**src/rtl/q6k_pkg.sv**
```systemverilog
// ----------------------------------------------------------------------------
// q6k_pkg: shared constants and types
// Byte offsets of the super-block layout, controller commands, an fp helper.
// ----------------------------------------------------------------------------
package q6k_pkg;
  localparam int unsigned MAX_ROW_BLOCKS_DEF = 1024;
  localparam logic [7:0] QH_FIRST  = 8'd128;
  localparam logic [7:0] SC_FIRST  = 8'd192;
  localparam logic [7:0] D_LOW_AT  = 8'd208;
  localparam logic [7:0] D_HIGH_AT = 8'd209;
  localparam logic [31:0] QNAN     = 32'h7FC00000;

  typedef struct packed {
    logic       store_lo;
    logic       emit_w;
    logic       store_sc;
    logic       store_dl;
    logic       start_pairs;
    logic [7:0] at;
    logic [3:0] pair_k;
    logic       pair_valid;
  } q6k_cmd_t;

  // fp16 to fp32, subnormals normalised (priority search over 10 bits)
  function automatic logic [31:0] half_to_float(input logic [15:0] h);
    logic [4:0]  ex;
    logic [9:0]  man;
    logic [7:0]  e;
    logic [31:0] bits;
    int          lz;
    ex  = h[14:10];
    man = h[9:0];
    lz  = 0;
    bits = {h[15], 31'd0};
    if (ex == 5'd31) begin
      bits = {h[15], 8'hFF, man, 13'd0};
    end else if (ex == 5'd0) begin
      if (man != 10'd0) begin
        for (int i = 0; i < 10; i++) begin
          if (man[9 - i] && lz == 0) lz = i + 1;
        end
        e   = 8'(113 - lz);
        man = 10'(man << lz);
        bits = {h[15], e, man, 13'd0};
      end
    end else begin
      bits = {h[15], 8'({3'd0, ex} + 8'd112), man, 13'd0};
    end
    return bits;
  endfunction
endpackage

```
**src/rtl/q6k_ctrl.sv**
```systemverilog
// ----------------------------------------------------------------------------
// q6k_ctrl: byte sequencer
// Counts bytes of a super-block and runs the 16-pair emission after d.
// ----------------------------------------------------------------------------
module q6k_ctrl (
  input  logic             clk,
  input  logic             rst_n,
  input  logic             in_valid,
  output logic             in_ready,
  input  logic             out_ready,
  input  logic             out_busy,
  output q6k_pkg::q6k_cmd_t cmd
);
  import q6k_pkg::*;

  localparam logic ST_BYTES = 1'b0;
  localparam logic ST_PAIRS = 1'b1;

  logic       state_r, state_nxt;
  logic [7:0] at_r, at_nxt;
  logic [3:0] k_r, k_nxt;
  logic       take;
  logic       adv;

  assign adv      = !out_busy || out_ready;
  assign in_ready = (state_r == ST_BYTES) && adv;
  assign take     = in_valid && in_ready;

  always_comb begin
    state_nxt = state_r;
    at_nxt    = at_r;
    k_nxt     = k_r;
    cmd       = '0;
    cmd.at    = at_r;
    cmd.pair_k = k_r;
    unique case (state_r)
      ST_BYTES: begin
        if (take) begin
          cmd.store_lo    = at_r < QH_FIRST;
          cmd.emit_w      = at_r >= QH_FIRST && at_r < SC_FIRST;
          cmd.store_sc    = at_r >= SC_FIRST && at_r < D_LOW_AT;
          cmd.store_dl    = at_r == D_LOW_AT;
          cmd.start_pairs = at_r >= D_HIGH_AT;
          at_nxt = (at_r >= D_HIGH_AT) ? 8'd0 : at_r + 8'd1;
          if (at_r >= D_HIGH_AT) begin
            state_nxt = ST_PAIRS;
            k_nxt     = 4'd0;
          end
        end
      end
      ST_PAIRS: begin
        if (adv) begin
          cmd.pair_valid = 1'b1;
          k_nxt = k_r + 4'd1;
          if (k_r == 4'd15) state_nxt = ST_BYTES;
        end
      end
      default: state_nxt = ST_BYTES;
    endcase
  end

  always_ff @(posedge clk) begin
    if (!rst_n) begin
      state_r <= ST_BYTES;
      at_r    <= '0;
      k_r     <= '0;
    end else begin
      state_r <= state_nxt;
      at_r    <= at_nxt;
      k_r     <= k_nxt;
    end
  end
endmodule

```
**src/rtl/q6k_dp.sv**
```systemverilog
// ----------------------------------------------------------------------------
// q6k_dp: storage, weight assembly and scale products
// Holds nibble and scale stores, multiplies d by each scale, drives output.
// ----------------------------------------------------------------------------
module q6k_dp #(
  parameter int unsigned MAX_ROW_BLOCKS = q6k_pkg::MAX_ROW_BLOCKS_DEF
) (
  input  logic              clk,
  input  logic              rst_n,
  input  q6k_pkg::q6k_cmd_t cmd,
  input  logic [7:0]        in_byte,
  input  logic [10:0]       cfg_blocks,
  input  logic              out_ready,
  output logic              out_busy,
  output logic              out_valid,
  output logic              out_kind,
  output logic [9:0]        out_block_number,
  output logic [7:0]        out_position,
  output logic [5:0]        out_weight_a,
  output logic [5:0]        out_weight_b,
  output logic [5:0]        out_weight_c,
  output logic [5:0]        out_weight_d,
  output logic [31:0]       out_scale_bits,
  output logic [31:0]       out_offset_bits,
  output logic              out_last_of_block,
  output logic              out_last_of_row
);
  import q6k_pkg::*;

  localparam int BW = (MAX_ROW_BLOCKS > 1) ? $clog2(MAX_ROW_BLOCKS) : 1;

  logic [7:0]  lo_mem [128];
  logic [7:0]  sc_mem [16];
  logic [7:0]  dl_r;
  logic [31:0] d_r;
  logic [BW-1:0] blk_r;
  logic [7:0]  lo0_r, lo1_r;
  logic [7:0]  qh_r;
  logic [6:0]  rd0, rd1;
  logic [16:0] nblk;
  logic        row_end;
  logic        valid_r;

  // clamp block count
  always_comb begin
    nblk = {6'd0, cfg_blocks};
    if (nblk == 17'd0) nblk = 17'd1;
    if (nblk > 17'(MAX_ROW_BLOCKS)) nblk = 17'(MAX_ROW_BLOCKS);
  end
  assign row_end = (17'(blk_r) + 17'd1) >= nblk;

  assign rd0 = {cmd.at[5], 6'd0} | {2'd0, cmd.at[4:0]};
  assign rd1 = rd0 | 7'd32;

  always_ff @(posedge clk) begin
    if (cmd.store_lo) lo_mem[cmd.at[6:0]] <= in_byte;
    if (cmd.store_sc) sc_mem[cmd.at[3:0]] <= in_byte;
    if (cmd.store_dl) dl_r <= in_byte;
    if (cmd.start_pairs) d_r <= half_to_float({in_byte, dl_r});
    if (cmd.emit_w) begin
      lo0_r <= lo_mem[rd0];
      lo1_r <= lo_mem[rd1];
      qh_r  <= in_byte;
    end
  end

  // fp32 product of d by a signed 8-bit integer; exact, so no rounding
  logic [7:0]  s8;
  logic [7:0]  mag;
  logic [18:0] prod;
  logic [31:0] ws, wo;
  logic [8:0]  ebias;
  logic        sgn;
  int          msb;
  always_comb begin
    s8   = sc_mem[cmd.pair_k];
    mag  = s8[7] ? 8'(-s8) : s8;
    sgn  = d_r[31] ^ s8[7];
    prod = {1'b1, d_r[22:13]} * mag;
    msb  = 0;
    for (int i = 0; i < 19; i++) if (prod[i]) msb = i;
    ws = '0;
    wo = '0;
    ebias = '0;
    if (d_r[30:23] == 8'hFF) begin
      if (d_r[22:0] != 0 || mag == 0) ws = QNAN;
      else ws = {sgn, 8'hFF, 23'd0};
      wo = ws;
    end else if (d_r[30:0] == 0 || mag == 0) begin
      ws = {sgn, 31'd0};
      wo = ws;
    end else begin
      ebias = 9'({1'b0, d_r[30:23]} + 9'(msb) - 9'd10);
      ws = {sgn, ebias[7:0], 23'((prod << (23 - msb)) & 23'h7FFFFF)};
      wo = {sgn, 8'(ebias + 9'd5), ws[22:0]};
    end
  end

  always_ff @(posedge clk) begin
    if (!rst_n) begin
      valid_r <= 1'b0;
      blk_r   <= '0;
    end else begin
      if (cmd.emit_w) valid_r <= 1'b1;
      else if (cmd.pair_valid) valid_r <= 1'b1;
      else if (out_ready) valid_r <= 1'b0;
      if (cmd.pair_valid && cmd.pair_k == 4'd15)
        blk_r <= row_end ? '0 : blk_r + 1'b1;
    end
  end

  always_ff @(posedge clk) begin
    if (cmd.emit_w || cmd.pair_valid) begin
      out_kind          <= cmd.pair_valid;
      out_block_number  <= 10'(blk_r);
      out_position      <= cmd.pair_valid ? {4'd0, cmd.pair_k}
                                          : {cmd.at[5], 2'd0, cmd.at[4:0]};
      out_scale_bits    <= cmd.pair_valid ? ws : 32'd0;
      out_offset_bits   <= cmd.pair_valid ? wo : 32'd0;
      out_last_of_block <= cmd.pair_valid && cmd.pair_k == 4'd15;
      out_last_of_row   <= cmd.pair_valid && cmd.pair_k == 4'd15 && row_end;
    end
  end

  logic       wsel_r;
  always_ff @(posedge clk) begin
    if (cmd.emit_w || cmd.pair_valid) wsel_r <= cmd.emit_w;
  end

  assign out_valid    = valid_r;
  assign out_busy     = valid_r;
  assign out_weight_a = wsel_r ? {qh_r[1:0], lo0_r[3:0]} : 6'd0;
  assign out_weight_b = wsel_r ? {qh_r[3:2], lo1_r[3:0]} : 6'd0;
  assign out_weight_c = wsel_r ? {qh_r[5:4], lo0_r[7:4]} : 6'd0;
  assign out_weight_d = wsel_r ? {qh_r[7:6], lo1_r[7:4]} : 6'd0;
endmodule

```
**src/rtl/q6k_superblock_unpacker_unit.sv**
```systemverilog
// ----------------------------------------------------------------------------
// q6k_superblock_unpacker_unit: Q6_K super-block unpacker
// Feed super-block bytes on in_; words leave on out_.
//
// Use: bytes arrive on in_byte with in_valid/in_ready. A high-bit byte
// yields one word of four 6-bit weights, valid the cycle after the byte
// is taken. Other bytes yield nothing. The last d byte yields sixteen
// scale/offset words, one per cycle while the receiver is ready; the
// first is valid once the sequencer is in its pair state and the output
// register has loaded it. in_ready is low while they are emitted, so
// the sequencer holds the input while the pairs leave. A stalled
// receiver holds the output word, and in_ready drops while that word
// waits. cfg_we writes blocks_per_row; the user must do so only while
// idle, the block does not enforce it. Reset (rst_n low, synchronous)
// clears byte and block counters and the output valid; stores need no
// clearing since each entry is written before it is read.
// ----------------------------------------------------------------------------
module q6k_superblock_unpacker_unit #(
  parameter int unsigned MAX_ROW_BLOCKS = q6k_pkg::MAX_ROW_BLOCKS_DEF
) (
  input  logic        clk,
  input  logic        rst_n,
  input  logic        cfg_we,
  input  logic [10:0] cfg_wdata,
  input  logic        in_valid,
  output logic        in_ready,
  input  logic [7:0]  in_byte,
  output logic        out_valid,
  input  logic        out_ready,
  output logic        out_kind,
  output logic [9:0]  out_block_number,
  output logic [7:0]  out_position,
  output logic [5:0]  out_weight_a,
  output logic [5:0]  out_weight_b,
  output logic [5:0]  out_weight_c,
  output logic [5:0]  out_weight_d,
  output logic [31:0] out_scale_bits,
  output logic [31:0] out_offset_bits,
  output logic        out_last_of_block,
  output logic        out_last_of_row
);
  import q6k_pkg::*;

  logic [10:0] cfg_r;
  q6k_cmd_t    cmd;
  logic        busy;
  logic        ovalid;

  always_ff @(posedge clk) begin
    if (!rst_n) cfg_r <= 11'd1;
    else if (cfg_we) cfg_r <= cfg_wdata;
  end

  q6k_ctrl u_ctrl (
    .clk, .rst_n, .in_valid, .in_ready,
    .out_ready(out_ready), .out_busy(busy), .cmd
  );

  q6k_dp #(.MAX_ROW_BLOCKS(MAX_ROW_BLOCKS)) u_dp (
    .clk, .rst_n, .cmd, .in_byte, .cfg_blocks(cfg_r),
    .out_ready, .out_busy(busy), .out_valid(ovalid),
    .out_kind, .out_block_number, .out_position,
    .out_weight_a, .out_weight_b, .out_weight_c, .out_weight_d,
    .out_scale_bits, .out_offset_bits, .out_last_of_block, .out_last_of_row
  );

  assign out_valid = ovalid;
endmodule

```
**config.mk**
```make
export PLATFORM = sky130hd
export DESIGN_NAME = q6k_superblock_unpacker_unit
export DESIGN_NICKNAME = d
export VERILOG_FILES = /design/src/rtl/q6k_pkg.sv /design/src/rtl/q6k_ctrl.sv /design/src/rtl/q6k_dp.sv /design/src/rtl/q6k_superblock_unpacker_unit.sv
export SDC_FILE = /design/constraint.sdc
export NUM_CORES = 2
export LEC_CHECK = 0
export BUFFER_PORTS_ARGS = -buffer_cell sky130_fd_sc_hd__buf_2
export CAP_MARGIN = 20
export CORE_MARGIN = 3
export CORE_UTILIZATION = 40
export DETAILED_ROUTE_END_ITERATION = 12
export GPL_TIMING_DRIVEN = 0
export PLACE_DENSITY = 0.62
export SLEW_MARGIN = 20
export SYNTH_ARGS = -nofsm -noshare
export SYNTH_HDL_FRONTEND = slang
export SYNTH_HIERARCHICAL = 1
export SYNTH_SLANG_ARGS = --single-unit
```
**constraint.sdc**
```tcl
create_clock -name clk -period 30.6 [get_ports clk]
set_clock_uncertainty 0.1 [all_clocks]
set_input_delay 1.53 -clock clk [delete_from_list [all_inputs] [get_ports clk]]
set_output_delay 1.53 -clock clk [all_outputs]
set_load 0.02 [all_outputs]
```
# Word-level counts from Yosys, hierarchy flattened
# Memory sizes are Yosys's and may differ from the RTL's. A register that Yosys moved wholly into a read port is not among the register bits.
# Cells that the tools add are included.
[word_totals] register_bits=169 mem_bits_rw=1152 in_bits=24 out_inout_bits=111 elab_cells=202 n_memories=2
[mem_list] memory="u_dp.lo_mem" depth=128 width=8 rd=2 rd_ports_with_merged_regs=2 wr=1 line_no="q6k_dp.sv:32" source="logic [7:0] lo_mem [128];"
[mem_list] memory="u_dp.sc_mem" depth=16 width=8 rd=1 rd_ports_with_merged_regs=1 wr=1 line_no="q6k_dp.sv:33" source="logic [7:0] sc_mem [16];"
[classes] addsub=11 multipliers=1 magnitude_cmp=8 eq_ne=7 shift=2 n_mux=108 n_bitwise=4 reduce_logical=39
[ops] cell="32-bit 2-to-1 mux" count=52
[ops] cell="32-bit logical NOT" count=9
[ops] cell="31-bit 2-to-1 mux" count=4
[ops] cell="4-bit 2-to-1 mux" count=14
[ops] cell="10-bit by 32-bit << shifter with 10-bit output" count=1
[ops] cell="19-bit by 32-bit << shifter with 23-bit output" count=1
[ops] cell="31-bit logical NOT" count=1
[ops] cell="5-bit 2-to-1 mux" count=5
[ops] cell="8-bit >= comparator (second input constant)" count=3
[ops] cell="8-bit less-than comparator (second input constant)" count=3
[ops] cell="6-bit 2-to-1 mux" count=4
[ops] cell="23-bit 2-to-1 mux" count=1
[ops] cell="23-bit nonzero test" count=1
[ops] cell="11-bit by 8-bit multiplier with 19-bit output" count=1
[ops] cell="17-bit >= comparator" count=1
[ops] cell="17-bit 2-to-1 mux" count=1
[ops] cell="8-bit == test (second input constant)" count=2
[ops] cell="8-bit 2-to-1 mux" count=2
[ops] cell="1-bit logical AND" count=15
[ops] cell="1-bit 2-to-1 mux" count=15
[ops] cell="3-bit 2-to-1 mux" count=4
[ops] cell="10-bit by 1-bit adder with 11-bit output (second input constant)" count=1
[ops] cell="11-bit greater-than comparator (second input constant)" count=1
[ops] cell="11-bit logical NOT" count=1
[ops] cell="31 further kinds" count=37

# Depth between registers and ports, before layout
[depth] ltp_word=74 depth_mapped=50 depth_no_buf=41

# By module
# Netlist, hierarchy kept.
[by_module_without_submodules] mod="q6k_dp" instances=1 cells_each=2970 area_each_um2=55101.6 seq_area_each_um2=38116.6
[by_module_without_submodules] mod="q6k_ctrl" instances=1 cells_each=92 area_each_um2=782.0 seq_area_each_um2=260.2
[by_module_without_submodules] mod="q6k_superblock_unpacker_unit" instances=1 cells_each=35 area_each_um2=411.6 seq_area_each_um2=220.2

# Worst setup path before layout
# OpenSTA, ideal clock, no wires.
[synth_path] path_type="register -> register" startpoint="reg, netlist name u_ctrl/k_r[1]" endpoint="reg u_dp.out_offset_bits[30], data pin" setup_ns=0.268 t_arrival_ns=10.049 required_ns=30.232 slack_ns=20.184 path_stages_with_launch=49 path_buffers=8 synth_period_minus_slack_ns=10.416 cell_sequence="dfxtp_1 buf_6 buf_8 buf_6 buf_2 mux4_2 a22oi_1 nand2_1 clkbuf_1 inv_1 ha_1 nand3b_1 o22ai_1 a31o_2 a31oi_1 xnor2_1 inv_1 nand2_1 [... 13 more ...] nor4_1 o311a_1 buf_2 inv_1 clkbuf_1 ha_1 inv_1 ha_1 a21o_1 a21oi_1 xnor2_1 inv_1 or3_1 nor2_1 maj3_1 nor2_1 xnor2_1 o21ai_1"
[synth_rtl] element="to (signal assigned)" line_no="q6k_dp.sv:119" source="out_offset_bits <= cmd.pair_valid ? wo : 32'd0;"
[synth_rtl] element="to (decl)" line_no="q6k_dp.sv:24" source="output logic [31:0] out_offset_bits,"

==> impl_metrics.py <==
metrics = {
    "route": {
        "final_antenna_net_count": 0,
        "dr_total_vias": 30569,
        "wire_per_inst_um": 26.4,
        "drt_iter0_markers": 3507,
        "first_pass_iters": 5,
        "via_per_inst": 5.69,
        "wirelength_um": 142000,
        "drc": 0,
    },
    "setup_path": {
        "cpLargestDelayFamily": "adder cells",
        "worst_path_most_repeated_cell": "inv_1",
        "crit_arrival_ns": 13.38,
        "slowest_delay_ns": 0.73,
        "crit_slowest_cell": "nor4_1",
        "crit_cells": 48,
        "end_kind": "flip-flop",
        "worstSetupStartpointType": "flip-flop",
        "worst-endpoint-required_ns": 30.99,
        "r2r_cells": 48,
        "cp_num_buf_inv": 16,
        "crit_fanout": 10,
        "worstSetupPathType": "reg -> reg",
    },
    "yosys": {
        "ys_warn_count": 6,
        "synth.avg_cell_area_um2": 18.2,
        "synth-edff-count": 1262,
        "synth_top_area_cell": "edfxtp_1",
        "synth_cells": 3097,
        "async_reset_ff_frac": 0,
        "seq_area_frac_synth": 0.686,
        "synthFlopType": "edfxtp_1",
        "yosys-top-cells-count": "edfxtp_1 (1262), mux4_2 (372), nor2_1 (221), nand2_1 (116), inv_1 (112)",
        "synth_top_area_frac": 0.673,
        "ys_ff_latch": 1297,
        "synth_cell_type_count": 98,
        "synth.most_common_cell": "edfxtp_1",
        "yosys-top-cells-area": "edfxtp_1 (67%), mux4_2 (15%), fa_1 (2.0%), ha_1 (1.6%), nor2_1 (1.5%)",
        "syn_area_um2": 56300,
    },
    "placed_design": {
        "gp_congestion": 0.892,
        "place_inst": 5120,
        "dp_hpwl_um": 95800,
        "io_buffer_count": 132,
        "dp_slack_ns": 17.66,
    },
    "grt": {
        "grt_pass1_wl_um": 209000,
        "grt.busiest_layer": "met2",
        "met2_usage": 0.315,
        "grt_max_degree": 102,
        "antenna_found_initial": 3,
        "grt_util_met1": 0.274,
        "gr-usage-all-layers": 0.196,
        "overflow": 0,
        "grtUsageMet3": 0.0384,
        "grt_pass1_vias": 30322,
    },
    "hold_path": {
        "hold_path_class": "reg -> reg",
        "hold_depth": 0,
    },
    "timing": {
        "worst_pin_slew_ns": 1.07,
        "fin_setup_tns_ns": 0,
        "rsz0062_at_grt": "false",
        "hold_viol": 0,
        "min_period_over_period": 0.425,
        "setup_slack_ns": 17.61,
        "slew_headroom": 0.286,
        "period_needed_ns": 12.99,
        "setup_viol": 0,
        "max_freq_ghz": 0.0770,
        "finalMaxSlewViolations": 0,
    },
    "floorplan": {
        "core-area_um2": 140000,
        "start_util": 0.403,
        "row_count": 137,
        "die_area_um2": 145000,
        "die_h_um": 381,
        "die_w_um": 381,
        "io_pins": 135,
    },
    "final_layout": {
        "nets": 3534,
        "area_growth_pct": 14.2,
        "drive_gt1_frac": 0.239,
        "stdcell_count": 5373,
    },
    "clock_tree": {
        "postCtsSetupBuffers": 0,
        "numCtsBuffers": 137,
        "cts_sinks": 1297,
        "clk_pin_slew_worst_paths_ns": 0.06,
        "tritoncts": "done",
        "cts-root-buf": "clkbuf_16",
        "clock_latency_ns": 0.75,
        "htreeDepth": 4,
        "cts_hold_buffers": 0,
        "post_cts_resized": 0,
        "clock_path_buffers": 3,
    },
    "flow_run": {
        "maxCapViolations": 0,
    },
    "pwr": {
        "powerDensity_nw_per_um2": 59.8,
        "pwr-share-seq": 0.508,
        "p_sw_uw": 821,
        "p_leak_nw": 20.8,
        "swShare": 0.214,
        "combPwrFrac": 0.057,
        "p_clk_frac": 0.435,
        "ir_worst_vdd_uv": 58.2,
        "internal-power_mw": 3.02,
    },
    "run_status": {
        "status": "finished clean",
    },
}
[final timing paths]
path                                    start                        to  slack [ns]
worst max-delay path            u_ctrl/k_r[1]  u_dp/out_offset_bits[30]       17.61
worst min-delay path            u_dp/blk_r[2]  u_dp/out_block_number[2]        0.34
worst max register to register  u_ctrl/k_r[1]  u_dp/out_offset_bits[30]       17.61
worst min register to register  u_dp/blk_r[2]  u_dp/out_block_number[2]        0.34
[flip-flops by register name (all words and copies together) (netlist names), 4 cells and up]
register and flops:
cfg_r 11, u_ctrl/at_r 8, u_ctrl/k_r 4, u_dp/blk_r 10, u_dp/d_r 18, u_dp/dl_r 8, u_dp/lo0_r 8, u_dp/lo1_r 8
u_dp/lo_mem 1024, u_dp/out_block_number 10, u_dp/out_offset_bits 10, u_dp/out_position 6, u_dp/out_scale_bits 30, u_dp/qh_r 8, u_dp/sc_mem 128
[stage by stage]
stage / util / hold slack, ns / instance area (um^2) / total power, mW
final: 0.460 / 0.335 / 64300 / 3.84
after global routing: 0.460 / 0.350 / 64300 / 3.96
after CTS: 0.460 / 0.344 / 64200 / 3.88
after detailed placement: 0.427 / 0.331 / 59700 / 2.21
after global placement: 0.425 / 0.328 / 59300 / 2.21
after floorplan: - / 0.306 / 56300 / 2.11
[power groups by stage]
stage,clock network (mW),registers (mW),logic (mW)
2_1_floorplan,0,1.99,0.119
3_3_place_gp,0,1.99,0.213
3_5_place_dp,0,1.99,0.219
4_1_cts,1.71,1.95,0.220
5_1_grt,1.78,1.95,0.229
6_report,1.67,1.95,0.219
[layer usage]
metal,wire [um],vias up
met5,11,-
met4,3470,2
met3,11800,222
met2,68500,1366
met1,58300,16029
li1,-,12950
[cell type report]
type	instances	area [um^2]
clock inverters	78	912
inverters	116	435
fillers	11896	75400
flip-flops and latches	1297	38600
multi-input cells	1504	16400
repair buffers	146	1000
well taps	1876	2350
clock buffers	170	3650
diodes	5	12.5
plain buffers	181	883
[logic make-up (layout without fill, tap and decap cells)]
kind of cell	count (synthesis)	after routing	synth area share
flops	1297	1297	0.686
mux	429	429	0.159
simple gates	648	648	0.0571
compound gates	260	260	0.0335
xor+xnor	37	37	0.00576
other cells	1	7	0.0000666
fa+ha+maj	128	128	0.0357
buf+inv	297	691	0.0229
[cells in the final DEF (no fill, tap or decap), drive strengths merged, types with 7 or more instances in the layout]
cell type / n
o22ai: 10
o211ai: 13
a22oi: 9
inv: 117
clkbuf: 265
nand4: 14
nor3: 27
clkinv: 58
a21o: 17
nor2: 221
edfxtp: 1262
mux2: 17
xnor2: 23
o21a: 7
a22o: 10
bufinv: 16
and2: 84
fa: 55
a21oi: 44
or2: 9
o31ai: 8
or3: 8
buf: 232
nand2b: 14
a32oi: 8
o21ai: 58
nand2: 118
nor4: 13
ha: 72
xor2: 14
mux4: 372
and3: 20
a211oi: 12
mux2i: 40
nor2b: 45
dfxtp: 35
nand3: 50
Power figures use the tool's default switching activity.
